File: src/rtl/afskdm_pkg.sv
// ----------------------------------------------------------------------------
// afskdm_pkg: shared types and constants of the AFSK demodulator
// Sizes of the delay line, the datapath words and the bit clock.
// ----------------------------------------------------------------------------
package afskdm_pkg;

  localparam int unsigned DelayTaps        = 4;
  localparam int unsigned SamplesPerBitLog2 = 3;

  localparam int unsigned SampleW  = 8;   // converter code
  localparam int unsigned CenterW  = 9;   // centered sample, signed
  localparam int unsigned ProductW = 2 * CenterW;
  localparam int unsigned MixW     = 15;  // mixer output, signed
  localparam int unsigned FiltW    = 18;  // low-pass output, signed
  localparam int unsigned PhaseW   = 32;

  localparam logic [SampleW-1:0] CenterReset = SampleW'(127);

  // phase advance per sample: one full turn every 2^SamplesPerBitLog2 samples
  localparam logic [PhaseW-1:0] PhaseStep =
    PhaseW'(64'd1 << (PhaseW - SamplesPerBitLog2));

  typedef logic signed [CenterW-1:0] centered_t;

  // one recovered bit from the demod core
  typedef struct packed {
    logic valid;
    logic data;
  } afskdm_bit_t;

endpackage

File: src/rtl/afskdm_core.sv
// ----------------------------------------------------------------------------
// afskdm_core: delay-multiply mixer, low-pass, tone slicer and bit clock
// Updates all demodulator state for one centered sample per enabled cycle.
// ----------------------------------------------------------------------------
module afskdm_core (
  input  logic                   clk_i,
  input  logic                   rst_ni,
  input  logic                   en_i,
  input  afskdm_pkg::centered_t  centered_i,
  output afskdm_pkg::afskdm_bit_t bit_o
);
  import afskdm_pkg::*;

  centered_t                  taps_q [DelayTaps];
  logic signed [MixW-1:0]     mixed_last_q;
  logic signed [FiltW-1:0]    filter_q, filter_d;
  logic        [PhaseW-1:0]   phase_q, phase_half, phase_d;
  logic                       last_tone_q, nrzi_q;

  logic signed [ProductW-1:0] product;
  logic signed [MixW-1:0]     mixed_d;
  logic                       tone;
  logic                       wrap;

  // the previous mixer output of the filter is mixed_last_q itself
  always_comb begin
    product  = taps_q[DelayTaps-1] * centered_i;
    mixed_d  = MixW'(product >>> 2);
    filter_d = FiltW'(mixed_last_q) + FiltW'(mixed_d) + (filter_q >>> 1);
    tone     = !filter_d[FiltW-1] && (filter_d != '0);

    // halve the phase on each tone transition to pull toward the bit center
    if (tone != last_tone_q) begin
      phase_half = {phase_q[PhaseW-1], phase_q[PhaseW-1:1]};
    end else begin
      phase_half = phase_q;
    end
    phase_d = phase_half + PhaseStep;
    wrap    = phase_d[PhaseW-1] && !phase_half[PhaseW-1] && (phase_half != '0);

    bit_o.valid = en_i && wrap;
    bit_o.data  = (nrzi_q == tone);
  end

  always_ff @(posedge clk_i or negedge rst_ni) begin
    if (!rst_ni) begin
      for (int i = 0; i < DelayTaps; i++) begin
        taps_q[i] <= '0;
      end
      mixed_last_q   <= '0;
      filter_q       <= '0;
      phase_q        <= '0;
      last_tone_q    <= 1'b0;
      nrzi_q         <= 1'b1;
    end else if (en_i) begin
      taps_q[0] <= centered_i;
      for (int i = 1; i < DelayTaps; i++) begin
        taps_q[i] <= taps_q[i-1];
      end
      mixed_last_q   <= mixed_d;
      filter_q       <= filter_d;
      phase_q        <= phase_d;
      last_tone_q    <= tone;
      if (wrap) begin
        nrzi_q <= tone;
      end
    end
  end

endmodule

File: src/rtl/afsk_delay_multiply_demodulator.sv
// ----------------------------------------------------------------------------
// afsk_delay_multiply_demodulator: Bell 202 style AFSK receive demodulator
// Delay-and-multiply discriminator, IIR low-pass, bit clock and NRZI decode.
// ----------------------------------------------------------------------------
//
//  channel  | direction | handshake               | payload
//  ---------+-----------+-------------------------+------------------------
//  config   | in        | cfg_valid_i/cfg_ready_o | adc_center_i  [7:0]
//  samples  | in        | in_valid_i/in_ready_o   | adc_sample_i  [7:0]
//  bits     | out       | out_valid_o/out_ready_i | data_bit_o
//
//  One sample transaction per clock, sustained while the output is ready.
//  A sample is centered and captured in the input register; when the core
//  advances, it updates all filter and phase state from that sample and a
//  recovered bit, if any, loads the output register. The rate is set by
//  the combinational state update in the core: 9x9 multiply, filter add
//  and phase add. Reset clears the delay line, filter and phase and sets
//  adc_center to 127. While a bit waits in a stalled output register the
//  input register holds, so one more sample is taken and then in_ready_o
//  drops until the bit is accepted.
//
module afsk_delay_multiply_demodulator (
  input  logic                       clk_i,
  input  logic                       rst_ni,
  // configuration
  input  logic                       cfg_valid_i,
  output logic                       cfg_ready_o,
  input  logic [afskdm_pkg::SampleW-1:0] adc_center_i,
  // samples
  input  logic                       in_valid_i,
  output logic                       in_ready_o,
  input  logic [afskdm_pkg::SampleW-1:0] adc_sample_i,
  // recovered bits
  output logic                       out_valid_o,
  input  logic                       out_ready_i,
  output logic                       data_bit_o
);
  import afskdm_pkg::*;

  logic [SampleW-1:0] center_q;
  logic               s_valid_q;
  centered_t          s_sample_q;
  logic               out_valid_q, out_bit_q;
  logic               advance;
  logic               in_take;
  afskdm_bit_t        core_bit;

  // config is always accepted; writes must only arrive while idle, the block itself does not enforce it
  assign cfg_ready_o = 1'b1;

  always_ff @(posedge clk_i or negedge rst_ni) begin
    if (!rst_ni) begin
      center_q <= CenterReset;
    end else if (cfg_valid_i && cfg_ready_o) begin
      center_q <= adc_center_i;
    end
  end

  // Input register advances only when the output register has room.
  assign advance    = s_valid_q && (!out_valid_q || out_ready_i);
  assign in_ready_o = !s_valid_q || advance;
  assign in_take    = in_valid_i && in_ready_o;

  always_ff @(posedge clk_i or negedge rst_ni) begin
    if (!rst_ni) begin
      s_valid_q <= 1'b0;
    end else if (in_ready_o) begin
      s_valid_q <= in_valid_i;
    end
  end

  // payload register, no reset needed; centered at capture time
  always_ff @(posedge clk_i) begin
    if (in_take) begin
      s_sample_q <= $signed({1'b0, adc_sample_i}) - $signed({1'b0, center_q});
    end
  end

  afskdm_core u_core (
    .clk_i      (clk_i),
    .rst_ni     (rst_ni),
    .en_i       (advance),
    .centered_i (s_sample_q),
    .bit_o      (core_bit)
  );

  // result register: loads a new bit, otherwise drains on handshake
  always_ff @(posedge clk_i or negedge rst_ni) begin
    if (!rst_ni) begin
      out_valid_q <= 1'b0;
    end else if (core_bit.valid) begin
      out_valid_q <= 1'b1;
    end else if (out_ready_i) begin
      out_valid_q <= 1'b0;
    end
  end

  always_ff @(posedge clk_i) begin
    if (core_bit.valid) begin
      out_bit_q <= core_bit.data;
    end
  end

  assign out_valid_o = out_valid_q;
  assign data_bit_o  = out_bit_q;

`ifndef NO_ASSERTIONS
  // core only reports a bit on a cycle where it consumes a sample
  a_bit_needs_advance: assert property (@(posedge clk_i) disable iff (!rst_ni)
    core_bit.valid |-> advance)
    else $error("core bit without advance");

  // a new bit is never dropped into an occupied, stalled output register
  a_no_overwrite: assert property (@(posedge clk_i) disable iff (!rst_ni)
    core_bit.valid |-> (!out_valid_q || out_ready_i))
    else $error("output register overwritten");

  // a bit from the core shows up at the output next cycle
  a_bit_presented: assert property (@(posedge clk_i) disable iff (!rst_ni)
    core_bit.valid |=> out_valid_o)
    else $error("core bit not presented");

  // a held sample stays held until the core takes it
  a_sample_kept: assert property (@(posedge clk_i) disable iff (!rst_ni)
    (s_valid_q && !advance) |=> s_valid_q)
    else $error("pending sample lost");

  // an empty input register is always ready for a sample
  a_ready_when_empty: assert property (@(posedge clk_i) disable iff (!rst_ni)
    !s_valid_q |-> in_ready_o)
    else $error("input stalled while empty");
`endif

endmodule
File: config.mk
export PLATFORM = sky130hd
export DESIGN_NAME = afsk_delay_multiply_demodulator
export DESIGN_NICKNAME = d
export VERILOG_FILES = /design/src/rtl/afskdm_pkg.sv /design/src/rtl/afskdm_core.sv /design/src/rtl/afsk_delay_multiply_demodulator.sv
export SDC_FILE = /design/constraint.sdc
export NUM_CORES = 1
export LEC_CHECK = 0
export ABC_AREA = 1
export CORE_AREA = 2 2 129 181
export DETAILED_ROUTE_END_ITERATION = 10
export DIE_AREA = 0 0 131 183
export DONT_BUFFER_PORTS = 1
export GPL_TIMING_DRIVEN = 1
export SYNTH_ARGS = -nofsm -noshare
export SYNTH_HDL_FRONTEND = slang
export SYNTH_SLANG_ARGS = --single-unit
File: constraint.sdc
create_clock -name clk_i -period 20.2 [get_ports clk_i]
set_input_delay 0 -clock clk_i [delete_from_list [all_inputs] [get_ports clk_i]]
set_output_delay 0 -clock clk_i [all_outputs]
set_load 0.02 [all_outputs]
==> out/results.ini, run 1 <==
[critical_path]
worstSetupStartpoint=s_sample_q[0]
critPathLaunchType=flip-flop
worst_r2r_endpoint=data_bit_o
end_of_the_critical_path=data_bit_o
worst_r2r_path_depth=41
timing.critical_path.slowest_cell_delay_ps=560
timing.critical_path.mode_cell=nand2_1
timing.critical_path.slowest_stage_cell=fa_1
cp_num_cells=41
cp-end-kind=flip-flop
critPathArrivalTime_ps=8930
setup.worst_path.class=reg2reg
worst-path-max-fanout=22
cp.required_ps=20350
r2r_slack_ps=11430
critPathBufInv=6
worst_r2r_startpoint=s_sample_q[0]
worst_path_dominant_cell_family=adder cells

[grt]
antenna_found_initial=0
grt_pass1_wl_mm=36.28
grt_pass1_vias=7751
grt_overflow=0
grt_max_degree=115
grt.total_usage_pct=19.21

[timing]
max_clock_freq_mhz=114.0
timing_worst_slew_pin_value_ps=962.2
final-setup-viol-count=0
setup_tns_ps=0
min_period_ps=8774
grt_setup_unrepaired=false
fin_crit_sh_pct=43.43
relative_slew_slack_pct=35.85
hold_viol=0
holdWs_ps=1.344
timing.clock.skew_ps=9.107
maxSlewViolCount=0

[drt]
num_vias=7560
drt_first_pass_iters=5
postRouteWirelength_mm=20.85
initial_detailed_routing_violation_count=357
drc_errors=0
ant_nets=0
detail_route.vias_per_cell=4.734
post_drt_wl_per_cell_um=13.06

[cts]
clk_pin_slew_worst_paths_ps=60
cts-resized-gates=0
clock-root-buffer=clkbuf_16
clk_latency_ps=430
cts_sinks=122
cts_tree=done
cts-buffers-inserted=17
cts-htree-levels=4
clockBufferDepth=2

[logic_synthesis]
post-synth-top-count-cell=nand2_1
post_synth_instance_area_um2=9936
synth_enable_flop_cells=10
ys_top_cells_by_count=nand2_1 (432), inv_1 (276), dfrtp_1 (104)
mappedNetlistNets=1457
ys.flop_type=dfrtp_1
synth_warnings=0
synth_top_cell_area_share_pct=26.19
yosys.cell_types.count=38
synth_top_cell_by_area=dfrtp_1
synth_seq_cells=122
post_synth.cell_area_avg_um2=7.702
synthesis.instances=1290
share_of_flip_flops_with_an_asynchronous_set_or_reset_after_synthesis_pct=91.80
sequential_to_total_area_share_from_yosys_stat_pct=31.33
post_synth_main_area_contributors=dfrtp_1 (26%), fa_1 (17%), nand2_1 (16%), inv_1 (10%), ha_1 (7.6%)

[final_layout]
final_net_count=1450
drive_gt1_share_pct=4.552
syn_to_final_growth_pct=10.26
antenna-diode-count=0

[die]
die_h_um=183
io_pins=25
row_count=65
placeable_area_um2=22370
die_area_um2=23970
chipWidth_um=131
starting_density_of_the_core_pct=44.43

[placement]
routability_congestion=0.8386
dpl.hpwl_mm=15.10
numPortBuffers=0

[job]
max-cap-violations=0

[status]
result_of_the_run=complete, no violations

[hold_path]
hold_class=in2reg

-- worst min-delay path by stage --
stage / startpoint / end / cells past startpoint
after floorplan: rst_ni / center_q[7] / 0
after global placement: rst_ni / u_core.phase_q[9] / 0
after detailed placement: rst_ni / u_core.phase_q[9] / 0
after CTS: adc_sample_i[3] / s_sample_q[3] / 2
after global routing: adc_sample_i[0] / s_sample_q[0] / 3
final: adc_sample_i[0] / s_sample_q[0] / 3
-- metal layers --
metal	vias to the layer above	track usage (%)	wire length, um
li1	3839	-	-
met1	3594	23.16	8985
met2	98	34.45	10960
met3	29	3.617	572
met4	0	5.574	333
met5	-	0	0
-- area by class of cell --
type                       count  area [um2]
fill                        2203       11410
multi-input combinational    843        5585
sequential                   122        3113
inverter                     278        1044
clock buffer                  17       425.4
tap                          301       376.6
timing repair buffer          21       222.7
clock inverter                15       188.9
-- through the flow --
stage / setup slack [ps] / std cells / instance area [um2] / utilization (%)
after floorplan: 12440 / 1290 / 9936 / -
after global placement: 11570 / 1546 / 10130 / 45.31
after detailed placement: 11440 / 1546 / 10130 / 45.31
after CTS: 11420 / 1597 / 10960 / 48.98
after global routing: 10780 / 1597 / 10960 / 48.98
final: 11430 / 1597 / 10960 / 48.98
-- cell families (layout without fill, tap and decap cells) --
kind of cell / after synthesis / count (layout) / synth area share [%]
compound gates: 114 / 114 / 5.982
xor+xnor: 29 / 29 / 2.632
fa+ha+maj: 146 / 146 / 24.88
buf+inv: 325 / 331 / 12.53
flops: 122 / 122 / 31.33
mux: 1 / 1 / 0.1133
other cells: 1 / 1 / 0.03774
simple gates: 552 / 552 / 22.49
-- state kept, by name, summed over array words and instances (netlist names) --
name	flops
u_core.last_tone_q	1
u_core.nrzi_q	1
out_valid_o	1
u_core.mixed_last_q	15
s_sample_q	9
data_bit_o	1
u_core.phase_q	32
u_core.filter_q	17
u_core.taps_q	36
s_valid_q	1
center_q	8
-- cells in the final DEF (no fill, tap or decap), types with 2 or more instances in the layout --
cell type,instances
nand2_4,4
nand3_1,58
inv_6,5
inv_1,276
clkinvlp_4,4
and2_1,2
dfrtp_1,104
dfstp_2,8
nand3b_1,3
nand4_1,6
nand2_1,431
nand3_2,3
or2_2,2
nand2_2,3
fa_1,86
bufinv_16,3
dlygate4sd3_1,18
edfxtp_1,10
xor2_1,18
nor3_1,2
xnor2_1,10
o21bai_1,3
clkbuf_16,17
nor2_1,37
buf_4,2
o21ai_0,80
a21oi_1,25
ha_1,60
-- worst reg2reg max path: cells and delay by family (launching register included) --
family | cells | cell delay [ps]
AOI/OAI and AO/OA | 9 | 1370
xor gates and xnor gates | 1 | 180
adders and majority gates | 10 | 4030
buffers and inverters | 6 | 300
DFF | 1 | 540
and+or+nand+nor | 15 | 2090
-- repair_timing --
action / CTS / global route
hold buffers: 19 / 0
endpoints found under the hold margin: 127 / 0
buffers inserted: 0 / 0
Power of run 1 is not shown: default switching activity piles up to over one toggle a cycle in this logic, so the estimate is an artifact.
==> run 2, diff against run 1 <==
Clock period 20.2 ns to 7.6 ns, I/O delays scaled along.
==> out/results.ini, run 2 (same netlist as run 1, synthesis figures left out) <==
[grt]
grt_pass1_vias=8591  ; +11%
grt_util_met2_pct=37.08  ; +2.6 points
grt_overflow=0  ; unchanged
antenna_found_initial=0  ; unchanged
grt_most_used_layer=met2
grt_max_degree=113  ; -1.7%
grtUsageMet3_pct=3.851  ; +0.23 points
gr_util_met1_pct=23.54  ; +0.38 points
grt_pass1_wl_mm=38.70  ; +6.7%
grt.total_usage_pct=20.39  ; +1.2 points

[final_layout]
multiInputGateArea_um2=5972  ; +6.9%
syn_to_final_growth_pct=25.20
largest_register_ffs=36  ; unchanged
mostFrequentLayoutCell=nand2_1
drive_gt1_share_pct=19.29  ; +15 points
fillers=2032  ; -7.8%
final_net_count=1590  ; +9.7%
layout_top_registers=u_core.taps_q: 36 flops, u_core.phase_q: 32 flops, u_core.filter_q: 17 flops
layout.area.seq_um2=3117  ; +0.12%
registers.top_by_ff_count=u_core.taps_q
mostFrequentLayoutCells=nand2_1 (401), inv_1 (271), buf_4 (133)
antenna-diode-count=0  ; unchanged

[timing]
timing_worst_slew_pin_value_ps=718.8  ; -243.4 ps
hold_viol=0  ; unchanged
final-setup-viol-count=6  ; +6
maxSlewViolCount=0  ; unchanged
max_clock_freq_mhz=126.9  ; +11%
layout_setup_ws_ps=-282.2  ; -11710 ps
grt_setup_unrepaired=true
timing.clock.skew_ps=8.187  ; -0.9204 ps
holdWs_ps=12.09  ; +10.74 ps
fin_crit_sh_pct=103.7  ; +60 points
relative_slew_slack_pct=52.08  ; +16 points
min_period_ps=7882  ; -891.4 ps

[hold_path]
worst_hold_startpoint=adc_sample_i[1]
hold_class=in2reg

[cts]
cts-htree-levels=4  ; unchanged
cts_sinks=122  ; unchanged
cts_tree=done
clock-root-buffer=clkbuf_16
clockBufferDepth=2  ; unchanged
cts-buffers-inserted=17  ; unchanged
clk_pin_slew_worst_paths_ps=60  ; about the same
clk_latency_ps=430  ; about the same

[critical_path]
worst-path-max-fanout=8  ; -64%
cp.required_ps=7800  ; -12550 ps
cp-end-kind=flip-flop
setup.worst_path.class=reg2reg
critPathLaunchType=flip-flop
worst_r2r_startpoint=s_sample_q[1]
worstSetupStartpoint=s_sample_q[1]
timing.critical_path.slowest_stage_cell=fa_2
critPathArrivalTime_ps=8080  ; -850 ps
timing.critical_path.slowest_cell_delay_ps=610  ; +50 ps
worst_path_dominant_cell_family=adder cells
critPathBufInv=11  ; +5

[die]
die_h_um=183  ; unchanged
io_pins=25  ; unchanged
chipWidth_um=131  ; unchanged
placeable_area_um2=22370  ; unchanged
row_count=65  ; unchanged
starting_density_of_the_core_pct=44.43  ; unchanged
die_area_um2=23970  ; unchanged

[drt]
post_drt_wl_per_cell_um=13.21  ; +1.2%
drt_first_pass_iters=5  ; unchanged
detail_route.vias_per_cell=4.744  ; +0.21%
drc_errors=0  ; unchanged
ant_nets=0  ; unchanged
num_vias=8240  ; +9.0%
postRouteWirelength_mm=22.94  ; +10%
initial_detailed_routing_violation_count=381  ; +6.7%

[placement]
dpl.hpwl_mm=16.35  ; +8.3%
routability_congestion=0.8704  ; +3.8%
numPortBuffers=0  ; unchanged
dp_slack_ps=-507.9  ; -11950 ps

[status]
result_of_the_run=finished, violations left
failed_checks=negative setup slack

[job]
max-cap-violations=0  ; unchanged

[run 2: per-stage QoR]
stage,utilization (%),TNS [ps],instances,cell area (um2)
floorplan,-,0,1290,9942
global placement,48.83,-1446,1651,10920
detailed placement,48.83,-1873,1651,10920
CTS,54.27,-602.4,1721,12140
global route,55.62,-4383,1737,12440
finish,55.62,-991.9,1737,12440
[run 2: cell type report]
class                           instances  share of cell area, %
Clock buffer                           20                  3.671
Clock inverter                         12                  1.368
Inverter                              278                  8.389
Multi-Input combinational cell        844                  48.01
Sequential cell                       122                  25.06
Tap cell                              301                  3.028
Timing Repair Buffer                  160                  10.48
[run 2: layer usage]
metal / part of all wire (%) / vias up
met5: 0 / -
met3: 2.8 / 46
met2: 53 / 128
li1: - / 4116
met1: 41 / 3950
met4: 3.1 / 0
[run 2: path summary, 6_finish.rpt]
path | cells after the start | to | slack (ps)
worst max register to register | 42 | data_bit_o | -280
min in group asynchronous | 2 | u_core.phase_q[0] | 200
worst min-delay path | 3 | s_sample_q[1] | 10
max in group asynchronous | 2 | u_core.taps_q[6] | 6910
worst max-delay path | 42 | data_bit_o | -280
worst min register to register | 2 | u_core.taps_q[6] | 470
[run 2: repair_timing]
item | CTS | global route
gates cloned | 1 | 0
buffers inserted | 17 | 16
hold buffers | 20 | 0
endpoints found under the setup margin | 10 | 36
pin swaps | 30 | 60
gates resized for setup | 50 | 52
endpoints found under the hold margin | 129 | 0
[run 2: worst register-to-register path: cells and delay by family (launching register included)]
family                   cells  cell delay, ps
adder cells (fa/ha/maj)      7            3280
AND/OR/NAND/NOR             18            1710
AO/OA/AOI/OAI                2             340
flip-flops                   1             520
buffers and inverters       11            1070
XOR/XNOR                     4             760
Power of run 2 is left out for the same reason.
